$ cat src/rtl/gcdl_pkg.sv
package gcdl_pkg;

  localparam int DIVISOR_WIDTH = 32;
  localparam int MULTIPLE_WIDTH = 64;
  localparam int DEFAULT_OPERAND_WIDTH = 32;

  typedef enum logic [2:0] {
    ST_IDLE,
    ST_GCD,
    ST_DIV,
    ST_MUL,
    ST_FINISH
  } state_t;

  typedef struct packed {
    logic load;
    logic gcd_step;
    logic div_init;
    logic div_step;
    logic mul_init;
    logic mul_step;
    logic out_load;
  } cmd_t;

  typedef struct packed {
    logic zero_case;
    logic gcd_done;
    logic cnt_last;
  } status_t;

endpackage

$ cat src/rtl/gcdl_if.sv
interface gcdl_in_if;
  logic                                valid;
  logic                                ready;
  logic [gcdl_pkg::DIVISOR_WIDTH-1:0]  operand_a;
  logic [gcdl_pkg::DIVISOR_WIDTH-1:0]  operand_b;

  modport source (output valid, output operand_a, output operand_b, input ready);
  modport sink (input valid, input operand_a, input operand_b, output ready);
endinterface

interface gcdl_out_if;
  logic                                valid;
  logic                                ready;
  logic [gcdl_pkg::DIVISOR_WIDTH-1:0]  divisor;
  logic [gcdl_pkg::MULTIPLE_WIDTH-1:0] multiple;

  modport source (output valid, output divisor, output multiple, input ready);
  modport sink (input valid, input divisor, input multiple, output ready);
endinterface

$ cat src/rtl/gcd_and_lcm_unit.sv
// channel  dir  payload                          handshake
// in_ch    in   operand_a[31:0], operand_b[31:0]  valid/ready
// out_ch   out  divisor[31:0], multiple[63:0]     valid/ready
//
// One word at a time: a load, binary-gcd steps until both values match,
// OPERAND_WIDTH restoring divide steps and OPERAND_WIDTH shift-add multiply
// steps, then a load into the output register; when an operand is 0 the
// gcd, divide and multiply steps are skipped.
// A held result does not block the next input word; the block stalls only
// at the end of a word until the output register is free. Synchronous reset.
module gcd_and_lcm_unit #(
  parameter int OPERAND_WIDTH = gcdl_pkg::DEFAULT_OPERAND_WIDTH
) (
  input logic        clk,
  input logic        rst,
  gcdl_in_if.sink    in_ch,
  gcdl_out_if.source out_ch
);

  gcdl_pkg::cmd_t    cmd;
  gcdl_pkg::status_t status;

  gcdl_ctrl u_ctrl (
    .clk       (clk),
    .rst       (rst),
    .in_valid  (in_ch.valid),
    .in_ready  (in_ch.ready),
    .out_valid (out_ch.valid),
    .out_ready (out_ch.ready),
    .status    (status),
    .cmd       (cmd)
  );

  gcdl_dp #(
    .OPERAND_WIDTH (OPERAND_WIDTH)
  ) u_dp (
    .clk       (clk),
    .operand_a (in_ch.operand_a),
    .operand_b (in_ch.operand_b),
    .cmd       (cmd),
    .status    (status),
    .divisor   (out_ch.divisor),
    .multiple  (out_ch.multiple)
  );

endmodule

$ cat src/rtl/gcdl_ctrl.sv
module gcdl_ctrl (
  input  logic             clk,
  input  logic             rst,
  input  logic             in_valid,
  output logic             in_ready,
  output logic             out_valid,
  input  logic             out_ready,
  input  gcdl_pkg::status_t status,
  output gcdl_pkg::cmd_t    cmd
);

  gcdl_pkg::state_t state;
  gcdl_pkg::state_t state_next;
  logic             out_free;

  assign out_free = !out_valid || out_ready;

  always_comb begin
    state_next = state;
    case (state)
      gcdl_pkg::ST_IDLE: begin
        if (in_valid) state_next = gcdl_pkg::ST_GCD;
      end
      gcdl_pkg::ST_GCD: begin
        if (status.zero_case) state_next = gcdl_pkg::ST_FINISH;
        else if (status.gcd_done) state_next = gcdl_pkg::ST_DIV;
      end
      gcdl_pkg::ST_DIV: begin
        if (status.cnt_last) state_next = gcdl_pkg::ST_MUL;
      end
      gcdl_pkg::ST_MUL: begin
        if (status.cnt_last) state_next = gcdl_pkg::ST_FINISH;
      end
      gcdl_pkg::ST_FINISH: begin
        if (out_free) state_next = gcdl_pkg::ST_IDLE;
      end
      default: state_next = gcdl_pkg::ST_IDLE;
    endcase
  end

  always_comb begin
    cmd      = '0;
    in_ready = 1'b0;
    case (state)
      gcdl_pkg::ST_IDLE: begin
        in_ready = 1'b1;
        cmd.load = in_valid;
      end
      gcdl_pkg::ST_GCD: begin
        cmd.gcd_step = !status.zero_case && !status.gcd_done;
        cmd.div_init = !status.zero_case && status.gcd_done;
      end
      gcdl_pkg::ST_DIV: begin
        cmd.div_step = 1'b1;
        cmd.mul_init = status.cnt_last;
      end
      gcdl_pkg::ST_MUL: begin
        cmd.mul_step = 1'b1;
      end
      gcdl_pkg::ST_FINISH: begin
        cmd.out_load = out_free;
      end
      default: begin
        cmd = '0;
      end
    endcase
  end

  always_ff @(posedge clk) begin
    if (rst) begin
      state     <= gcdl_pkg::ST_IDLE;
      out_valid <= 1'b0;
    end else begin
      state <= state_next;
      if (cmd.out_load) out_valid <= 1'b1;
      else if (out_ready) out_valid <= 1'b0;
    end
  end

endmodule

$ cat src/rtl/gcdl_dp.sv
module gcdl_dp #(
  parameter int OPERAND_WIDTH = gcdl_pkg::DEFAULT_OPERAND_WIDTH
) (
  input  logic                                clk,
  input  logic [gcdl_pkg::DIVISOR_WIDTH-1:0]  operand_a,
  input  logic [gcdl_pkg::DIVISOR_WIDTH-1:0]  operand_b,
  input  gcdl_pkg::cmd_t                      cmd,
  output gcdl_pkg::status_t                   status,
  output logic [gcdl_pkg::DIVISOR_WIDTH-1:0]  divisor,
  output logic [gcdl_pkg::MULTIPLE_WIDTH-1:0] multiple
);

  localparam int W  = OPERAND_WIDTH;
  localparam int CW = $clog2(W);

  logic [W-1:0]  opb;
  logic [W-1:0]  u;
  logic [W-1:0]  v;
  logic [CW-1:0] k;
  logic [W-1:0]  g;
  logic [W-1:0]  rem;
  logic [W-1:0]  q;
  logic [W-1:0]  hi;
  logic [CW-1:0] cnt;
  logic          zero;

  logic [W:0]    trial;
  logic          fits;
  logic [W:0]    acc;
  logic [W-1:0]  a_in;
  logic [W-1:0]  b_in;

  assign a_in  = operand_a[W-1:0];
  assign b_in  = operand_b[W-1:0];
  assign trial = {rem, q[W-1]};
  assign fits  = trial >= {1'b0, g};
  assign acc   = {1'b0, hi} + (q[0] ? {1'b0, opb} : '0);

  assign status.zero_case = zero;
  assign status.gcd_done  = (u == v);
  assign status.cnt_last  = (cnt == '0);

  always_ff @(posedge clk) begin
    if (cmd.load) begin
      u    <= a_in;
      v    <= b_in;
      q    <= a_in;
      opb  <= b_in;
      k    <= '0;
      zero <= (a_in == '0) || (b_in == '0);
    end else if (cmd.gcd_step) begin
      // binary gcd: strip common twos, halve the even one, then odd-odd subtract
      if (!u[0] && !v[0]) begin
        u <= u >> 1;
        v <= v >> 1;
        k <= k + CW'(1);
      end else if (!u[0]) begin
        u <= u >> 1;
      end else if (!v[0]) begin
        v <= v >> 1;
      end else if (u > v) begin
        u <= u - v;
      end else begin
        v <= v - u;
      end
    end

    if (cmd.div_init) begin
      g   <= u << k;
      rem <= '0;
      cnt <= CW'(W - 1);
    end else if (cmd.div_step || cmd.mul_step) begin
      cnt <= (cnt == '0) ? CW'(W - 1) : cnt - CW'(1);
    end

    if (cmd.div_step) begin
      rem <= fits ? W'(trial - {1'b0, g}) : trial[W-1:0];
      q   <= {q[W-2:0], fits};
    end else if (cmd.mul_step) begin
      hi <= acc[W:1];
      q  <= {acc[0], q[W-1:1]};
    end

    if (cmd.mul_init) hi <= '0;

    if (cmd.out_load) begin
      divisor  <= zero ? gcdl_pkg::DIVISOR_WIDTH'(u + v) : gcdl_pkg::DIVISOR_WIDTH'(g);
      multiple <= zero ? '0 : gcdl_pkg::MULTIPLE_WIDTH'({hi, q});
    end
  end

endmodule

$ cat src/flat_wrapper.sv
// flat-port wrapper written by rule: the top's interface ports become plain ports
module gcd_and_lcm_unit_flat 
#(
  parameter int OPERAND_WIDTH = gcdl_pkg::DEFAULT_OPERAND_WIDTH
)
  (clk, rst, in_ch_valid, in_ch_operand_a, in_ch_operand_b, in_ch_ready, out_ch_valid, out_ch_divisor, out_ch_multiple, out_ch_ready);
  gcdl_in_if in_ch_i ();
  gcdl_out_if out_ch_i ();
  input logic clk;
  input logic rst;
  input wire logic [$bits(in_ch_i.valid)-1:0] in_ch_valid;
  input wire logic [$bits(in_ch_i.operand_a)-1:0] in_ch_operand_a;
  input wire logic [$bits(in_ch_i.operand_b)-1:0] in_ch_operand_b;
  output wire logic [$bits(in_ch_i.ready)-1:0] in_ch_ready;
  output wire logic [$bits(out_ch_i.valid)-1:0] out_ch_valid;
  output wire logic [$bits(out_ch_i.divisor)-1:0] out_ch_divisor;
  output wire logic [$bits(out_ch_i.multiple)-1:0] out_ch_multiple;
  input wire logic [$bits(out_ch_i.ready)-1:0] out_ch_ready;
  assign in_ch_i.valid = in_ch_valid;
  assign in_ch_i.operand_a = in_ch_operand_a;
  assign in_ch_i.operand_b = in_ch_operand_b;
  assign in_ch_ready = in_ch_i.ready;
  assign out_ch_valid = out_ch_i.valid;
  assign out_ch_divisor = out_ch_i.divisor;
  assign out_ch_multiple = out_ch_i.multiple;
  assign out_ch_i.ready = out_ch_ready;
  gcd_and_lcm_unit #(.OPERAND_WIDTH(OPERAND_WIDTH)) u_core (.clk(clk), .rst(rst), .in_ch(in_ch_i), .out_ch(out_ch_i));
endmodule
$ cat config.mk
export PLATFORM = sky130hd
export DESIGN_NAME = gcd_and_lcm_unit_flat
export DESIGN_NICKNAME = d
export VERILOG_FILES = /design/src/rtl/gcdl_pkg.sv /design/src/rtl/gcdl_if.sv /design/src/rtl/gcd_and_lcm_unit.sv /design/src/rtl/gcdl_ctrl.sv /design/src/rtl/gcdl_dp.sv /design/src/flat_wrapper.sv
export SDC_FILE = /design/constraint.sdc
export NUM_CORES = 1
export LEC_CHECK = 0
export BUFFER_PORTS_ARGS = -buffer_cell sky130_fd_sc_hd__buf_2
export CAP_MARGIN = 40
export CORE_MARGIN = 5
export CORE_UTILIZATION = 55
export CTS_CLUSTER_DIAMETER = 120
export CTS_CLUSTER_SIZE = 40
export DETAILED_ROUTE_END_ITERATION = 6
export GPL_ROUTABILITY_DRIVEN = 0
export PLACE_DENSITY = 0.75
export REMOVE_ABC_BUFFERS = 1
export SLEW_MARGIN = 20
export SYNTH_ARGS = -nofsm -noshare
export SYNTH_HDL_FRONTEND = slang
export SYNTH_HIERARCHICAL = 1
export SYNTH_SLANG_ARGS = --single-unit
$ cat constraint.sdc
create_clock -name clk -period 6.02 [get_ports clk]
set_input_delay 0.602 -clock clk [delete_from_list [all_inputs] [get_ports clk]]
set_output_delay 0.602 -clock clk [all_outputs]
set_load 0.01 [all_outputs]
# [Yosys cells after proc, flatten, opt, wreduce, memory -nomap -nowiden]
# Cells that the tools add are included.
[totals] reg_bits=335 out_inout_bits=98 elab_cells=102
[op_classes] add_sub_neg=7 order_cmp=2 n_eq_ne=13 n_shift=1 muxes=36 bitwise_logic=1 n_reduce_logical=26
[ops] op="$mux 32" count=20
[ops] op="$sub 32x32->32" count=3
[ops] op="$logic_not 32->1" count=2
[ops] op="$add 32x32->33" count=1
[ops] op="$ge 33x32->1" count=1
[ops] op="$add 32x32->32" count=1
[ops] op="$eq 32x32->1" count=1
[ops] op="$gt 32x32->1" count=1
[ops] op="$shl 32x5->32" count=1
[ops] op="$mux 3" count=6
[ops] op="$pmux 3 s5" count=1
[ops] op="$ne 2x2->1 const B" count=4
[ops] op="$ne 4x1->1 const B" count=2
[ops] op="$eq 3x2->1 const B" count=2
[ops] op="$mux 1" count=6
[ops] op="$reduce_and 2->1" count=3
[ops] op="$reduce_and 3->1" count=2
[ops] op="$reduce_bool 2->1" count=3
[ops] op="$reduce_bool 3->1" count=2
[ops] op="$add 5x1->5 const B" count=1
[ops] op="$logic_not 1->1" count=5
[ops] op="$logic_not 5->1" count=1
[ops] op="$mux 5" count=1
[ops] op="$reduce_and 5->1" count=1
[ops] op="10 further kinds" count=15

# [Depth between registers and ports, before layout]
[logic_depth] word_depth=7 ltp_mapped=15

# [By module]
# Netlist, hierarchy kept.
[modules_own_cells] module="gcdl_dp" instances=1 cells_per_inst=2630 area_per_inst_um2=23990.5 seq_area_each_um2=9519.1
[modules_own_cells] module="gcdl_ctrl" instances=1 cells_per_inst=33 area_per_inst_um2=266.5 seq_area_each_um2=80.1

# [Worst setup path before layout]
# OpenSTA, ideal clock, no wires.
[synth_path] kind="register to register" startpoint="register u_core.u_dp.u[20]" endpoint="register u_core.u_dp.rem[0] (enable)" setup_ns=0.375 arrival_ns=5.158 required_ns=5.645 setup_slack_ns=0.487 path_stages_with_launch=12 n_path_buf=1 cell_sequence="edfxtp_1 > inv_1 > ha_1 > buf_2 > and3_1 > nand3_1 > nor2_1 > nand4_1 > nor4_2 > nand2_1 > nor3_1 > or2_2"
[synth_rtl] element="start, declared" line_no="gcdl_dp.sv:17" text="logic [W-1:0] u;"
[synth_rtl] element="start signal, assigned" line_no="gcdl_dp.sv:45" text="u <= a_in;"
[synth_rtl] element="start signal, assigned" line_no="gcdl_dp.sv:54" text="u <= u >> 1;"
[synth_rtl] element="start signal, assigned" line_no="gcdl_dp.sv:58" text="u <= u >> 1;"
[synth_rtl] element="end signal, assigned" line_no="gcdl_dp.sv:77" text="rem <= fits ? W'(trial - {1'b0, g}) : trial[W-1:0];"
[synth_rtl] element="end, declared" line_no="gcdl_dp.sv:21" text="logic [W-1:0] rem;"

==> qor.yml <==
worst_setup_path:
  critPathKind: "register to register"
  worstSetupStartpointType: "register"
  crit_fanout: 38
  arrival_ns: 4.88
  r2r_cells: 11
  worst-path-buf-inv: 2
  cp_cell_sequence: "inv_1, ha_1, and3_1, nand3_1, nor2_1, nand4_1, nor4_2, nand2_1, nor3_2, buf_4, or2_2"
  rr_startpoint: "u_core/u_dp/u[18]"
  cp.depth: 11
  crit_path_end_kind: "register"
  crit_family: "simple AND/OR/NAND/NOR gates"
  r2r-end: "u_core/u_dp/rem[30]"
  crit_slowest_cell: "or2_2"
  critPathRequiredTime_ns: 6.20
  max_stage_delay_ns: 0.75
  worstSetupStartpoint: "u_core/u_dp/u[18]"
  rrSetupSlack_ns: 1.32
  setup.worst_path.end: "u_core/u_dp/rem[30]"
cells_and_area:
  layout-drive-gt1-share: 0.107
  seq_area_sq_um: 9600
  final_cell_mix: "edfxtp_1 (289), a21oi_1 (269), nand2_1 (250)"
  fin_util: 0.593
  num-nets-final: 2974
  multi_input_area_sq_um: 13400
  stdcell_count: 3338
  layout_commonest_cell: "edfxtp_1"
  num-fill-cells: 3896
  synthToLayoutAreaGrowth_pct: 7.38
  diodes: 0
synthesis:
  synth_area_leader_cell: "edfxtp_1"
  syn-cell-area_sq_um: 24300
  synth_area_leaders: "edfxtp_1 (36%), ha_1 (8.4%), a21oi_1 (5.6%)"
  synth_top_area_share: 0.358
  synthCells: 2663
  ys_types: 88
  yosysWarnings: 6
  yosysSeqAreaShare: 0.396
  synth_area_per_cell_sq_um: 9.11
  async_reset_ff_frac: 0
  synth_edf_count: 289
  ys.flop_type: "edfxtp_1"
  ys_ff_latch: 335
floorplanning:
  start_util: 0.552
  die_w_microns: 220
  core_sq_um: 43900
  die_height_microns: 220
  num_io_pins: 166
  die_area_sq_um: 48400
  row_count: 77
global_route:
  grt-ovfl-total: 0
  globalRouteTotalUtil: 0.285
  grt_pass1_vias: 19900
  grt_max_degree: 88
  antenna_found_initial: 0
  grt_pass1_wl_mm: 110
clock_tree:
  clk_path_buf_depth: 3
  post_cts_buffers: 0
  clock_latency_ns: 0.55
  cts_tree: "done"
  ctsResizeCount: 0
  cts.sinks: 335
  cts_inserted_buffers: 13
  hold_buffers: 0
  htreeDepth: 1
  cts_root_buf: "clkbuf_16"
  clkTransAtPathRegs_ns: 0.16
sta:
  tightest_slew_ns: 0.924
  clock_skew_ns: 0.0482
  hold_ws_ns: 0.266
  setup_total_negative_slack_ns: 0
  relSlewSlack: 0.384
  post-route-period-util: 0.780
  setup_violations: 0
  grt_setup_unrepaired: "no"
  max_freq_mhz: 213
  slew_viol_final: 0
  finalCriticalPeriod_ns: 4.70
  hold_viol_final: 0
detailed_routing:
  ant_nets: 0
  avgViaCountPerCell: 6.30
  dr.first_iter.drc_count: 2635
  wl_per_cell_microns: 21.4
  drt-pass1-iter-count: 6
  vias: 21000
  drc_errors: 0
  wl_mm: 71.6
pwr:
  ir_worst_vdd_mv: 0.206
  p_leak_uw: 0.0102
  power_uw: 7360
  powerDensity_nw_per_um2: 282
run:
  drv_cap: 0
placement:
  dp_hpwl_mm: 55.1
  placedCellCount: 3312
  io_buffers: 165
hold_path:
  hold_path.class: "primary input to register"
outcome:
  status: "finished clean"
==> state kept, by name, summed over array words and instances (netlist names) <==
signal and cells:
u_core/u_dp/cnt 5, u_core/u_dp/g 32, u_core/u_dp/multiple 64, u_core/u_ctrl/state 3, u_core/u_dp/u 32, u_core/u_ctrl/out_valid 1, u_core/u_dp/zero 1, u_core/u_dp/hi 32
u_core/u_dp/opb 32, u_core/u_dp/v 32, u_core/u_dp/divisor 32, u_core/u_dp/q 32, u_core/u_dp/k 5, u_core/u_dp/rem 32
==> cell usage after synthesis (27+ instances only) <==
cell,instances
a211oi_1,27
nand2_1,250
xnor2_1,92
xor2_1,28
nand2b_1,37
o21ai_0,128
edfxtp_1,289
a21o_1,49
and2_1,45
mux2i_1,79
a221oi_1,27
nand3_1,49
o21bai_1,38
nor2_1,206
o21ai_1,34
clkbuf_1,102
dfxtp_1,46
nor3_1,46
a21oi_1,269
ha_1,162
nor2b_1,76
inv_1,191
==> final cells by class <==
| class | count | share of cell area |
|---|---|---|
| Multi-Input combinational cell | 1989 | 0.513 |
| Clock inverter | 6 | 0.00312 |
| Tap cell | 592 | 0.0284 |
| Timing Repair Buffer | 203 | 0.0456 |
| Inverter | 197 | 0.0284 |
| Sequential cell | 335 | 0.369 |
| Clock buffer | 16 | 0.0130 |
==> logic make-up (layout without fill, tap and decap cells) <==
logic type / after synthesis / in the layout / synth area share
mux: 109 / 109 / 0.0526
simple gates: 837 / 837 / 0.168
xor+xnor: 120 / 120 / 0.0433
fa+ha+maj: 167 / 167 / 0.0877
buf+inv: 339 / 422 / 0.0551
flops: 335 / 335 / 0.396
compound gates: 756 / 756 / 0.198
==> worst register-to-register path: cells and delay by family (launching register included) <==
family / cells / cell delay, ns
adder cells (fa/ha/maj): 1 / 0.60
buffers and inverters: 2 / 0.50
flip-flops: 1 / 0.50
AND/OR/NAND/NOR: 8 / 2.71
==> worst min-delay path by stage <==
stage                             startpoint                endpoint  slack [ns]  cells past startpoint
after floorplan           u_core/u_dp/hi[10]      u_core/u_dp/hi[10]        0.44                      2
after global placement    u_core/u_dp/hi[13]      u_core/u_dp/hi[13]        0.46                      2
after detailed placement  u_core/u_dp/hi[10]      u_core/u_dp/hi[10]        0.46                      2
after CTS                                rst  u_core/u_ctrl/state[2]        0.26                      2
after global routing                     rst  u_core/u_ctrl/state[2]        0.25                      2
final                                    rst  u_core/u_ctrl/state[2]        0.27                      2
==> report_power, final <==
group	switching [uW]	total, uW	internal [uW]	leakage [uW]
logic	2080	3250	1170	0.00693
registers	166	2910	2740	0.00309
clock network	771	1200	433	0.000202
total	3020	7360	4340	0.0102
==> routing by layer <==
metal | share of wire | vias to the layer above | GRT usage | wire length (microns)
li1 | - | 9754 | - | -
met1 | 0.41 | 9958 | 0.392 | 29100
met2 | 0.46 | 1111 | 0.460 | 32600
met3 | 0.086 | 220 | 0.0315 | 6160
met4 | 0.052 | 0 | 0.121 | 3720
met5 | 0 | - | 0 | 0
==> per-stage QoR <==
step           setup WS (ns)  area [sq um]
5_1_grt                 1.04         26000
3_3_place_gp            1.62         25500
2_1_floorplan          -1.27         23700
4_1_cts                 1.46         26000
6_report                1.32         26000
3_5_place_dp            1.54         25500
Power figures use the tool's default switching activity.
